===== src/hdl/mes_pkg.sv =====
// ----------------------------------------------------------------------------
// mes_pkg
// Shared types and constants for the track event serializer.
// ----------------------------------------------------------------------------
package mes_pkg;

    // field widths
    localparam int DELTA_W  = 28;
    localparam int GROUP_W  = 7;
    localparam int BYTE_W   = 8;
    localparam int KIND_W   = 4;

    // opcodes of an input beat
    localparam logic OP_EVENT   = 1'b0;
    localparam logic OP_PAYLOAD = 1'b1;

    // status codes
    localparam logic [BYTE_W-1:0] STATUS_RUNNING = 8'h00;
    localparam logic [BYTE_W-1:0] STATUS_META    = 8'hFF;
    localparam logic [BYTE_W-1:0] STATUS_SYSEX   = 8'hF0;

    // continuation flag of a delta byte
    localparam logic VLQ_CONT = 1'b1;
    localparam logic VLQ_END  = 1'b0;

    // channel message kinds (high nibble of status)
    localparam logic [KIND_W-1:0] KIND_NOTE_OFF  = 4'h8;
    localparam logic [KIND_W-1:0] KIND_NOTE_ON   = 4'h9;
    localparam logic [KIND_W-1:0] KIND_POLY_AT   = 4'hA;
    localparam logic [KIND_W-1:0] KIND_CTRL      = 4'hB;
    localparam logic [KIND_W-1:0] KIND_PROGRAM   = 4'hC;
    localparam logic [KIND_W-1:0] KIND_CHAN_AT   = 4'hD;
    localparam logic [KIND_W-1:0] KIND_PITCH     = 4'hE;

    // control from sequencer to delta shifter
    typedef struct packed {
        logic load;
        logic shift;
    } vlq_ctrl_t;

    // status from delta shifter to sequencer
    typedef struct packed {
        logic [GROUP_W-1:0] digit;
        logic               last_group;
    } vlq_stat_t;

endpackage


===== src/hdl/mes_in_if.sv =====
// ----------------------------------------------------------------------------
// mes_in_if
// Input channel: one track event or one meta payload byte per beat.
// ----------------------------------------------------------------------------
interface mes_in_if;

    logic                            valid;
    logic                            ready;
    logic                            opcode;
    logic [mes_pkg::DELTA_W-1:0]     delta_ticks;
    logic [mes_pkg::BYTE_W-1:0]      status;
    logic [mes_pkg::BYTE_W-1:0]      meta_type;
    logic [mes_pkg::BYTE_W-1:0]      meta_length;
    logic [mes_pkg::BYTE_W-1:0]      param_one;
    logic [mes_pkg::BYTE_W-1:0]      param_two;
    logic [mes_pkg::BYTE_W-1:0]      payload_byte;

    modport source (
        output valid, opcode, delta_ticks, status, meta_type, meta_length,
               param_one, param_two, payload_byte,
        input  ready
    );

    modport sink (
        input  valid, opcode, delta_ticks, status, meta_type, meta_length,
               param_one, param_two, payload_byte,
        output ready
    );

endinterface


===== src/hdl/mes_out_if.sv =====
// ----------------------------------------------------------------------------
// mes_out_if
// Output channel: one serialized file byte per beat.
// ----------------------------------------------------------------------------
interface mes_out_if;

    logic                        valid;
    logic                        ready;
    logic [mes_pkg::BYTE_W-1:0]  out_byte;
    logic                        last;
    logic                        event_done;
    logic                        error;

    modport source (
        output valid, out_byte, last, event_done, error,
        input  ready
    );

    modport sink (
        input  valid, out_byte, last, event_done, error,
        output ready
    );

endinterface


===== src/hdl/mes_vlq_shifter.sv =====
// ----------------------------------------------------------------------------
// mes_vlq_shifter
// Delta time shift register: hands out one 7-bit group per shift,
// most significant group first, leading zero groups skipped.
// ----------------------------------------------------------------------------
module mes_vlq_shifter (
    input  logic                          clk,
    input  logic                          rst_n,
    input  mes_pkg::vlq_ctrl_t            ctrl,
    input  logic [mes_pkg::DELTA_W-1:0]   delta_ticks,
    output mes_pkg::vlq_stat_t            stat
);
    import mes_pkg::*;

    localparam int CNT_W = 2;

    logic [DELTA_W-1:0] shift_reg;
    logic [DELTA_W-1:0] shift_next;
    logic [CNT_W-1:0]   left_reg;
    logic [CNT_W-1:0]   left_next;

    // left-align the top nonzero group and count the groups
    always_comb
    begin
        shift_next = shift_reg;
        left_next  = left_reg;
        if (ctrl.load)
        begin
            if (delta_ticks[27:21] != '0)
            begin
                shift_next = delta_ticks;
                left_next  = 2'd3;
            end
            else if (delta_ticks[20:14] != '0)
            begin
                shift_next = {delta_ticks[20:0], 7'b0};
                left_next  = 2'd2;
            end
            else if (delta_ticks[13:7] != '0)
            begin
                shift_next = {delta_ticks[13:0], 14'b0};
                left_next  = 2'd1;
            end
            else
            begin
                shift_next = {delta_ticks[6:0], 21'b0};
                left_next  = 2'd0;
            end
        end
        else if (ctrl.shift)
        begin
            shift_next = {shift_reg[DELTA_W-GROUP_W-1:0], {GROUP_W{1'b0}}};
            left_next  = left_reg - 2'd1;
        end
    end

    // group counter is control, the data word needs no reset
    always_ff @(posedge clk or negedge rst_n)
    begin
        if (!rst_n)
        begin
            left_reg <= '0;
        end
        else
        begin
            left_reg <= left_next;
        end
    end

    always_ff @(posedge clk)
    begin
        shift_reg <= shift_next;
    end

    assign stat.digit      = shift_reg[DELTA_W-1:DELTA_W-GROUP_W];
    assign stat.last_group = (left_reg == '0);

endmodule


===== src/hdl/midi_event_serializer.sv =====
// ----------------------------------------------------------------------------
// midi_event_serializer
// Turns track events into the bytes of a track chunk, one byte per beat.
// ----------------------------------------------------------------------------
// Usage:
//   track  (sink)  : one beat per track event (opcode 0) or per meta payload
//                    byte (opcode 1).
//   serial (source): one beat per file byte; last marks the final byte of
//                    an input beat, event_done the end of a whole event,
//                    error an unknown message type or stray payload.
//   An event is taken, then its bytes leave the output register one per
//   cycle while the receiver is ready: delta groups (1 to 4), status
//   unless running, then meta type and length, the channel parameters
//   or nothing for sysex. The delta shifter hands out one 7-bit group per
//   cycle while the receiver is ready. An accepted input beat reaches the
//   serial port through the sequencer state register and the output register.
//   track.ready is high only between items; the next item may be accepted
//   while the final byte of the previous one still waits in the output
//   register.
//   A stalled receiver (serial.ready low) holds the byte in place and
//   freezes the byte states of the sequencer until it is taken.
//   Reset clears running status, the payload count and the halt flag.
//   After an error every input beat returns a single zero byte with error.
// ----------------------------------------------------------------------------
module midi_event_serializer (
    input  logic     clk,
    input  logic     rst_n,
    mes_in_if.sink   track,
    mes_out_if.source serial
);
    import mes_pkg::*;

    typedef enum logic [2:0] {
        S_IDLE,
        S_ONE,
        S_DELTA,
        S_STATUS,
        S_MTYPE,
        S_MLEN,
        S_P1,
        S_P2
    } state_t;

    state_t             state_reg, state_next;
    logic               halted_reg, halted_next;
    logic [BYTE_W-1:0]  run_status_reg, run_status_next;
    logic [BYTE_W-1:0]  payload_left_reg, payload_left_next;
    logic               out_valid_reg, out_valid_next;
    logic [BYTE_W-1:0]  out_byte_reg, out_byte_next;
    logic               out_last_reg, out_last_next;
    logic               out_done_reg, out_done_next;
    logic               out_err_reg, out_err_next;

    // fields held for the duration of one item
    logic [BYTE_W-1:0]  status_reg, status_next;
    logic [BYTE_W-1:0]  mtype_reg, mtype_next;
    logic [BYTE_W-1:0]  mlen_reg, mlen_next;
    logic [BYTE_W-1:0]  p1_reg, p1_next;
    logic [BYTE_W-1:0]  p2_reg, p2_next;
    logic [KIND_W-1:0]  kind_reg, kind_next;
    logic [BYTE_W-1:0]  one_byte_reg, one_byte_next;
    logic               one_done_reg, one_done_next;
    logic               one_err_reg, one_err_next;

    logic               out_free;
    logic               do_emit;
    logic [BYTE_W-1:0]  e_byte;
    logic               e_last;
    logic               e_done;
    logic               e_err;

    vlq_ctrl_t          vlq_ctrl;
    vlq_stat_t          vlq_stat;

    mes_vlq_shifter u_vlq (
        .clk         (clk),
        .rst_n       (rst_n),
        .ctrl        (vlq_ctrl),
        .delta_ticks (track.delta_ticks),
        .stat        (vlq_stat)
    );

    assign out_free    = !out_valid_reg || serial.ready;
    assign track.ready = (state_reg == S_IDLE);

    // sequencer: take an item, then emit its bytes one per cycle while the output is free
    always_comb
    begin
        state_next        = state_reg;
        halted_next       = halted_reg;
        run_status_next   = run_status_reg;
        payload_left_next = payload_left_reg;
        status_next       = status_reg;
        mtype_next        = mtype_reg;
        mlen_next         = mlen_reg;
        p1_next           = p1_reg;
        p2_next           = p2_reg;
        kind_next         = kind_reg;
        one_byte_next     = one_byte_reg;
        one_done_next     = one_done_reg;
        one_err_next      = one_err_reg;
        vlq_ctrl          = '0;
        do_emit           = 1'b0;
        e_byte            = '0;
        e_last            = 1'b0;
        e_done            = 1'b0;
        e_err             = 1'b0;

        unique case (state_reg)
            S_IDLE:
            begin
                if (track.valid)
                begin
                    status_next = track.status;
                    mtype_next  = track.meta_type;
                    mlen_next   = track.meta_length;
                    p1_next     = track.param_one;
                    p2_next     = track.param_two;
                    if (halted_reg)
                    begin
                        one_byte_next = '0;
                        one_done_next = 1'b0;
                        one_err_next  = 1'b1;
                        state_next    = S_ONE;
                    end
                    else if (track.opcode == OP_PAYLOAD)
                    begin
                        if (payload_left_reg == '0)
                        begin
                            halted_next   = 1'b1;
                            one_byte_next = '0;
                            one_done_next = 1'b0;
                            one_err_next  = 1'b1;
                        end
                        else
                        begin
                            payload_left_next = payload_left_reg - 8'd1;
                            one_byte_next     = track.payload_byte;
                            one_done_next     = (payload_left_reg == 8'd1);
                            one_err_next      = 1'b0;
                        end
                        state_next = S_ONE;
                    end
                    else
                    begin
                        payload_left_next = '0;
                        vlq_ctrl.load     = 1'b1;
                        if (track.status == STATUS_RUNNING)
                        begin
                            kind_next = run_status_reg[7:4];
                        end
                        else
                        begin
                            kind_next = track.status[7:4];
                        end
                        if (track.status != STATUS_RUNNING &&
                            track.status != STATUS_META &&
                            track.status != STATUS_SYSEX)
                        begin
                            run_status_next = track.status;
                        end
                        if (track.status == STATUS_META)
                        begin
                            payload_left_next = track.meta_length;
                        end
                        state_next = S_DELTA;
                    end
                end
            end

            S_ONE:
            begin
                if (out_free)
                begin
                    do_emit    = 1'b1;
                    e_byte     = one_byte_reg;
                    e_last     = 1'b1;
                    e_done     = one_done_reg;
                    e_err      = one_err_reg;
                    state_next = S_IDLE;
                end
            end

            S_DELTA:
            begin
                if (out_free)
                begin
                    do_emit        = 1'b1;
                    vlq_ctrl.shift = 1'b1;
                    e_byte = {(vlq_stat.last_group ? VLQ_END : VLQ_CONT), vlq_stat.digit};
                    if (vlq_stat.last_group)
                    begin
                        state_next = (status_reg != STATUS_RUNNING) ? S_STATUS : S_P1;
                    end
                end
            end

            S_STATUS:
            begin
                if (out_free)
                begin
                    do_emit = 1'b1;
                    e_byte  = status_reg;
                    if (status_reg == STATUS_META)
                    begin
                        state_next = S_MTYPE;
                    end
                    else if (status_reg == STATUS_SYSEX)
                    begin
                        e_last     = 1'b1;
                        e_done     = 1'b1;
                        state_next = S_IDLE;
                    end
                    else
                    begin
                        state_next = S_P1;
                    end
                end
            end

            S_MTYPE:
            begin
                if (out_free)
                begin
                    do_emit    = 1'b1;
                    e_byte     = mtype_reg;
                    state_next = S_MLEN;
                end
            end

            S_MLEN:
            begin
                if (out_free)
                begin
                    do_emit    = 1'b1;
                    e_byte     = mlen_reg;
                    e_last     = 1'b1;
                    e_done     = (mlen_reg == '0);
                    state_next = S_IDLE;
                end
            end

            S_P1:
            begin
                if (out_free)
                begin
                    do_emit = 1'b1;
                    e_byte  = p1_reg;
                    case (kind_reg) inside
                        KIND_NOTE_OFF, KIND_NOTE_ON, KIND_POLY_AT, KIND_CTRL, KIND_PITCH:
                        begin
                            state_next = S_P2;
                        end
                        KIND_PROGRAM, KIND_CHAN_AT:
                        begin
                            e_last     = 1'b1;
                            e_done     = 1'b1;
                            state_next = S_IDLE;
                        end
                        default:
                        begin
                            e_last      = 1'b1;
                            e_err       = 1'b1;
                            halted_next = 1'b1;
                            state_next  = S_IDLE;
                        end
                    endcase
                end
            end

            S_P2:
            begin
                if (out_free)
                begin
                    do_emit    = 1'b1;
                    e_byte     = p2_reg;
                    e_last     = 1'b1;
                    e_done     = 1'b1;
                    state_next = S_IDLE;
                end
            end

            default:
            begin
                state_next = S_IDLE;
            end
        endcase
    end

    // output register
    always_comb
    begin
        out_valid_next = out_valid_reg && !serial.ready;
        out_byte_next  = out_byte_reg;
        out_last_next  = out_last_reg;
        out_done_next  = out_done_reg;
        out_err_next   = out_err_reg;
        if (do_emit)
        begin
            out_valid_next = 1'b1;
            out_byte_next  = e_byte;
            out_last_next  = e_last;
            out_done_next  = e_done;
            out_err_next   = e_err;
        end
    end

    // state and registered outputs
    always_ff @(posedge clk or negedge rst_n)
    begin
        if (!rst_n)
        begin
            state_reg        <= S_IDLE;
            halted_reg       <= 1'b0;
            run_status_reg   <= '0;
            payload_left_reg <= '0;
            out_valid_reg    <= 1'b0;
            out_byte_reg     <= '0;
            out_last_reg     <= 1'b0;
            out_done_reg     <= 1'b0;
            out_err_reg      <= 1'b0;
        end
        else
        begin
            state_reg        <= state_next;
            halted_reg       <= halted_next;
            run_status_reg   <= run_status_next;
            payload_left_reg <= payload_left_next;
            out_valid_reg    <= out_valid_next;
            out_byte_reg     <= out_byte_next;
            out_last_reg     <= out_last_next;
            out_done_reg     <= out_done_next;
            out_err_reg      <= out_err_next;
        end
    end

    always_ff @(posedge clk)
    begin
        status_reg   <= status_next;
        mtype_reg    <= mtype_next;
        mlen_reg     <= mlen_next;
        p1_reg       <= p1_next;
        p2_reg       <= p2_next;
        kind_reg     <= kind_next;
        one_byte_reg <= one_byte_next;
        one_done_reg <= one_done_next;
        one_err_reg  <= one_err_next;
    end

    assign serial.valid      = out_valid_reg;
    assign serial.out_byte   = out_byte_reg;
    assign serial.last       = out_last_reg;
    assign serial.event_done = out_done_reg;
    assign serial.error      = out_err_reg;

    // halt is sticky until reset
    a_halt_sticky: assert property (@(posedge clk) disable iff (!rst_n)
        halted_reg |=> halted_reg)
        else $error("halt flag cleared without reset");

    // an error byte always closes its input beat
    a_err_last: assert property (@(posedge clk) disable iff (!rst_n)
        out_valid_reg && out_err_reg |-> out_last_reg)
        else $error("error byte not marked last");

    // done and error never on the same byte
    a_done_err: assert property (@(posedge clk) disable iff (!rst_n)
        out_valid_reg |-> !(out_done_reg && out_err_reg))
        else $error("event done together with error");

    // the final delta group leaves the delta state
    a_delta_exit: assert property (@(posedge clk) disable iff (!rst_n)
        state_reg == S_DELTA && do_emit && vlq_stat.last_group |=> state_reg != S_DELTA)
        else $error("sequencer stayed in delta after last group");

    // an accepted payload byte counts the expected payload down by one
    a_payload_count: assert property (@(posedge clk) disable iff (!rst_n)
        track.valid && track.ready && track.opcode == OP_PAYLOAD && !halted_reg &&
        payload_left_reg != '0 |=> payload_left_reg == $past(payload_left_reg) - 8'd1)
        else $error("payload count not decremented");

endmodule


===== src/flat_wrapper.sv =====
// flat-port wrapper written by rule: the top's interface ports become plain ports
module midi_event_serializer_flat import mes_pkg::*;
  (clk, rst_n, track_valid, track_opcode, track_delta_ticks, track_status, track_meta_type, track_meta_length, track_param_one, track_param_two, track_payload_byte, track_ready, serial_valid, serial_out_byte, serial_last, serial_event_done, serial_error, serial_ready);
  mes_in_if track_i ();
  mes_out_if serial_i ();
  input  logic clk;
  input  logic rst_n;
  input wire logic [$bits(track_i.valid)-1:0] track_valid;
  input wire logic [$bits(track_i.opcode)-1:0] track_opcode;
  input wire logic [$bits(track_i.delta_ticks)-1:0] track_delta_ticks;
  input wire logic [$bits(track_i.status)-1:0] track_status;
  input wire logic [$bits(track_i.meta_type)-1:0] track_meta_type;
  input wire logic [$bits(track_i.meta_length)-1:0] track_meta_length;
  input wire logic [$bits(track_i.param_one)-1:0] track_param_one;
  input wire logic [$bits(track_i.param_two)-1:0] track_param_two;
  input wire logic [$bits(track_i.payload_byte)-1:0] track_payload_byte;
  output wire logic [$bits(track_i.ready)-1:0] track_ready;
  output wire logic [$bits(serial_i.valid)-1:0] serial_valid;
  output wire logic [$bits(serial_i.out_byte)-1:0] serial_out_byte;
  output wire logic [$bits(serial_i.last)-1:0] serial_last;
  output wire logic [$bits(serial_i.event_done)-1:0] serial_event_done;
  output wire logic [$bits(serial_i.error)-1:0] serial_error;
  input wire logic [$bits(serial_i.ready)-1:0] serial_ready;
  assign track_i.valid = track_valid;
  assign track_i.opcode = track_opcode;
  assign track_i.delta_ticks = track_delta_ticks;
  assign track_i.status = track_status;
  assign track_i.meta_type = track_meta_type;
  assign track_i.meta_length = track_meta_length;
  assign track_i.param_one = track_param_one;
  assign track_i.param_two = track_param_two;
  assign track_i.payload_byte = track_payload_byte;
  assign track_ready = track_i.ready;
  assign serial_valid = serial_i.valid;
  assign serial_out_byte = serial_i.out_byte;
  assign serial_last = serial_i.last;
  assign serial_event_done = serial_i.event_done;
  assign serial_error = serial_i.error;
  assign serial_i.ready = serial_ready;
  midi_event_serializer u_core (.clk(clk), .rst_n(rst_n), .track(track_i), .serial(serial_i));
endmodule

===== config.mk =====
export PLATFORM = sky130hd
export DESIGN_NAME = midi_event_serializer_flat
export DESIGN_NICKNAME = d
export VERILOG_FILES = /design/src/hdl/mes_pkg.sv /design/src/hdl/mes_in_if.sv /design/src/hdl/mes_out_if.sv /design/src/hdl/mes_vlq_shifter.sv /design/src/hdl/midi_event_serializer.sv /design/src/flat_wrapper.sv
export SDC_FILE = /design/constraint.sdc
export NUM_CORES = 1
export LEC_CHECK = 0
export ABC_AREA = 1
export BUFFER_PORTS_ARGS = -buffer_cell sky130_fd_sc_hd__buf_2
export CORE_ASPECT_RATIO = 0.9
export CORE_MARGIN = 1.5
export CORE_UTILIZATION = 53
export CTS_BUF_LIST = sky130_fd_sc_hd__clkbuf_4 sky130_fd_sc_hd__clkbuf_8
export CTS_CLUSTER_DIAMETER = 150
export DETAILED_ROUTE_END_ITERATION = 16
export PLACE_DENSITY = 0.88
export SLEW_MARGIN = 20
export SYNTH_ARGS = -nofsm -noshare
export SYNTH_HDL_FRONTEND = slang
export SYNTH_SLANG_ARGS = --single-unit

===== constraint.sdc =====
create_clock -name clk -period 1.8 [get_ports clk]
set_input_delay 0.36 -clock clk [delete_from_list [all_inputs] [get_ports clk]]
set_output_delay 0.36 -clock clk [all_outputs]
set_load 0.03 [all_outputs]

# After elaboration in Yosys (flattened, before gate mapping)
# Cells that the tools add are included.
# Widths: inputs -> output; s select.
# word_totals
regBits	116
# classes
n_bitwise	2
n_mux	75
eq_ne	30
n_addsub	2
reduce_logical	30
# op_table
cell	count
$mux 28	5
$mux 8	12
$pmux 8 s7	1
$mux 3	12
$mux 1	34
$eq 4x4->1 const B	7
$eq 8x8->1 const B	3
$logic_not 8->1	3
$reduce_bool 7->1	3
$pmux 3 s6	1
$ne 8x8->1 const B	2
$reduce_bool 8->1	2
$eq 3x3->1 const B	4
$ne 2x1->1 const B	6
$mux 2	5
$reduce_and 5->1	2
$eq 8x1->1 const B	1
$ne 2x2->1 const B	4
$reduce_and 4->1	2
$sub 8x1->8 const B	1
$reduce_and 7->1	1
$reduce_or 7->1	1
$eq 3x2->1 const B	2
$reduce_bool 2->1	3
17 further kinds	22

# Depth between registers and ports, before layout
# depth
ltp_word	6
depth_mapped	11
ltp_nobuf	10

# Hierarchy
# A second synthesis with hierarchy kept.
# hier_totals
hier_cells	730
hier_area_um2	6013.3
# by_module_without_submodules
module	cells_per_inst	instances	area_per_inst_um2	seq_area_each_um2
midi_event_serializer	487	1	4103.9	2322.2
mes_vlq_shifter	243	1	1909.3	890.9

# Worst setup path before layout
# Ideal clock, no wire load.
# synth_timing
kind	register -> register
startpoint	register u_core.state_reg[1]
endpoint	register u_core.one_byte_reg[0], enable pin
period_less_slack_ns	1.907
arrival_time_ns	1.531
path_stages_with_launch	8
path_buffers	2
path_slack_ns	-0.107
required_ns	1.424
path_cell_list	dfrtp_1 buf_4 inv_2 nand2_1 inv_2 buf_4 nand2_1 nor2_1
# synth_between
elab_chain_len	2
# synth_lines
element	line	source
start, declared	midi_event_serializer.sv:44	state_t state_reg, state_next;
start signal, assigned	midi_event_serializer.sv:325	state_reg <= state_next;
$logic_not 3->1	n/a	
net track_ready	flat_wrapper.sv:17	output wire logic [$bits(track_i.ready)-1:0] track_ready;
$reduce_and 3->1 (no source line)	n/a	
end signal, assigned	midi_event_serializer.sv:345	one_byte_reg <= one_byte_next;
end, declared	midi_event_serializer.sv:61	logic [BYTE_W-1:0] one_byte_reg, one_byte_next;
# The timed path passes the listed nets, and every way through them passes these cells.
# A chain may end at the register's enable or synchronous reset.

# Worst setup path in the final report
# layout_timing
startpoint	register u_core.state_reg[2]
endpoint	output port track_ready
# layout_between
elab_chain_len	1
# layout_lines
element	line	source
$logic_not 3->1	midi_event_serializer.sv:84	assign track.ready = (state_reg == S_IDLE);
end, declared	flat_wrapper.sv:17	
# No other way between the ends.

==> flow_summary.toml <==
[run_status]
outcome = "completed"

[die]
start_util_pct = 54.7
die_w_um = 115
io_pins = 94
core_um2 = 10900
dieArea_um2 = 11900
rows = 36
dieHeight_um = 103

[yosys]
synthDistinctLibCells = 34
synth-main-ff-cell = "edfxtp_1"
synth.net_count = 804
synth.avg_cell_area_um2 = 8.27
ys_async_sr_fraction_pct = 26.8
ys_seq_area_share_pct = 54.1
synth.ff_latch_count = 112
syn_area_um2 = 5940
syn_inst = 719
synth_edf_count = 82
ys_warn_count = 0

[power_and_ir_drop]
p_per_area_nw_per_um2 = 1300
p_leak_uw = 0.00324
vdd_drop_max_v = 0.000568

[worst_setup_path]
crit_fanout = 9
required_ns = 1.44
r2r-end = "u_core.mtype_reg[2]"
cp_slowest_cell = "dfrtp_1"
crit_path_start = "u_core.state_reg[2]"
crit_path_cell_trace = "nor2_2 -> nand2_1 -> inv_2 -> buf_6 -> buf_6"
reg2regPathDepth = 7
cpPeakStageDelay_ns = 0.41
worstPathArrival_ns = 1.42
crit_family = "flip-flops"
critical_path_class = "flop to output port"
cpMostUsedCell = "buf_6"
reg2reg_from = "u_core.state_reg[2]"
crit_path_end = "track_ready"
crit_path_start_kind = "flop"
end_kind = "output port"
cp.depth = 5
cp_num_buf_inv = 3
r2r_setup_slack_ns = 0.07

[sta]
setup_tns_ns = 0
final_max_slew_viol_count = 0
final_period_minus_worst_setup_slack_ns = 1.78
relSlewSlack_pct = 51.3
fmax_mhz = 563
tightest_slew_ns = 0.730
post-route-period-util_pct = 98.6
hold_viol_final = 0
finClkSkew_ns = 0.00971
setup_violations = 0

[cts]
path_clk_slew_ns = 0.11
cts_tree = "yes"
root_buffer = "clkbuf_8"
cts.sinks = 112
numCtsBuffers = 9
clock_tree.buffer_depth = 2
clock_latency_ns = 0.37
ctsHoldBuffers = 0
htree_levels = 3

[detailed_routing]
viasPerCell = 5.39
drtPass1Iterations = 5
wl_per_cell_um = 14.6
dr.first_iter.drc_count = 535
postRouteAntennaNets = 0
num_vias = 5351
wirelength_mm = 14.5
drc = 0

[grt]
grt_antenna_before_repair = 0
grt_pass1_vias = 4871
grt_max_degree = 36
grt_overflow = 0
grt_pass1_wl_mm = 22.8
grt.total_usage_pct = 25.0

[final_layout]
post-route-util_pct = 64.2
largest_register_ff_count = 28
fin_cells = 992
stdcell_area_um2 = 6970
drive_gt1_share_pct = 20.2
num_antenna_cells = 0
fill_cells = 855
finalNetCount = 920
area_delta_synth_final_pct = 17.3

[worst_hold_path]
min_path_type = "input pin to async pin"

[place]
dp_hpwl_mm = 11.0
dpl_cell_area_um2 = 6740
gp_congestion = 1.02
dpl.cell_count = 972
port_buffers = 93

[flow_run]
maxCapViolCount = 0
cell type report:
class | count | area (um^2) | share of cell area (%)
clock buffers | 10 | 131 | 1.88
inverters | 73 | 282 | 4.04
flip-flops and latches | 112 | 3210 | 46.1
clock inverters | 6 | 52.6 | 0.754
well taps | 152 | 190 | 2.73
multi-input cells | 510 | 2320 | 33.3
repair buffers | 129 | 783 | 11.2
cell usage after synthesis, types with 7 or more instances:
| cell | n | share of area (%) |
|---|---|---|
| nand4_1 | 13 | 1.4 |
| nand3b_1 | 7 | 0.88 |
| nand2_1 | 207 | 13 |
| buf_2 | 8 | 0.67 |
| clkbuf_1 | 8 | 0.51 |
| a21oi_1 | 29 | 2.4 |
| o21ai_0 | 13 | 1.1 |
| dfrtp_1 | 30 | 13 |
| nand3_1 | 87 | 7.3 |
| nor3_1 | 15 | 1.3 |
| nor2_1 | 110 | 6.9 |
| inv_1 | 66 | 4.2 |
| edfxtp_1 | 82 | 41 |
repair_timing:
action,4_1_cts,5_1_grt
endpoints found under the setup margin,1,45
endpoints found under the hold margin,0,0
setup buffers,3,1
resized for setup,1,5
pin swaps,1,1
how the worst min path moves through the flow:
stage	from	end	slack [ns]
finish	rst_n	u_core.serial.out_byte[4]	0.03
global route	rst_n	u_core.run_status_reg[7]	0.09
CTS	rst_n	u_core.serial.out_byte[4]	0.05
detailed placement	rst_n	u_core.serial.valid	0.45
global placement	rst_n	u_core.serial.valid	0.45
floorplan	rst_n	u_core.halted_reg	0.06
placed cells by master (no fill, tap or decap), types with 3 or more instances in the layout:
| cell type | netlist | final |
|---|---|---|
| or2_1 | 3 | 3 |
| dfrtp_1 | 30 | 30 |
| o21ai_0 | 13 | 13 |
| buf_2 | 8 | 92 |
| nand3b_1 | 7 | 7 |
| a21oi_1 | 29 | 29 |
| nor3_1 | 15 | 15 |
| nor3_2 | 3 | 3 |
| clkbuf_8 | 0 | 9 |
| nand2_1 | 207 | 205 |
| nand4_1 | 13 | 13 |
| nor2_2 | 2 | 4 |
| buf_4 | 4 | 32 |
| inv_1 | 66 | 66 |
| nand2_2 | 2 | 4 |
| ha_1 | 4 | 4 |
| inv_2 | 6 | 6 |
| nand3_1 | 87 | 87 |
| edfxtp_1 | 82 | 82 |
| buf_12 | 0 | 3 |
| nor2_1 | 110 | 108 |
kinds of logic after synthesis:
logic type | count (synthesis) | synth area share (%)
compound gates | 50 | 4.55
fa+ha+maj | 4 | 0.842
buf+inv | 97 | 7.09
flops | 112 | 54.1
simple gates | 456 | 33.5
per-layer routing:
layer  share of wire (%)  routed length (um)  global-route usage [%]  vias up
met5                   0                   0                       0        -
met4                 2.1                 301                    9.81        0
li1                    -                   -                       -     2588
met3                 8.9                1290                    4.78       32
met2                  46                6730                    40.4      279
met1                  43                6180                    33.8     2452
report_power, final:
part	internal [uW]	leakage [uW]	switching, uW
Combinational	1250	0.00201	2360
Clock	541	0.0000888	859
Sequential	3680	0.00114	369
through the flow:
stage	hold WS [ns]	power [uW]	setup WS, ns
after floorplan	0.0644	6360	0.0316
after global placement	0.454	7370	0.146
after global routing	0.0914	9600	-0.0105
after detailed placement	0.454	7530	0.0933
after CTS	0.0464	8980	0.0312
final	0.0320	9060	0.0243
Power figures use the tool's default switching activity.
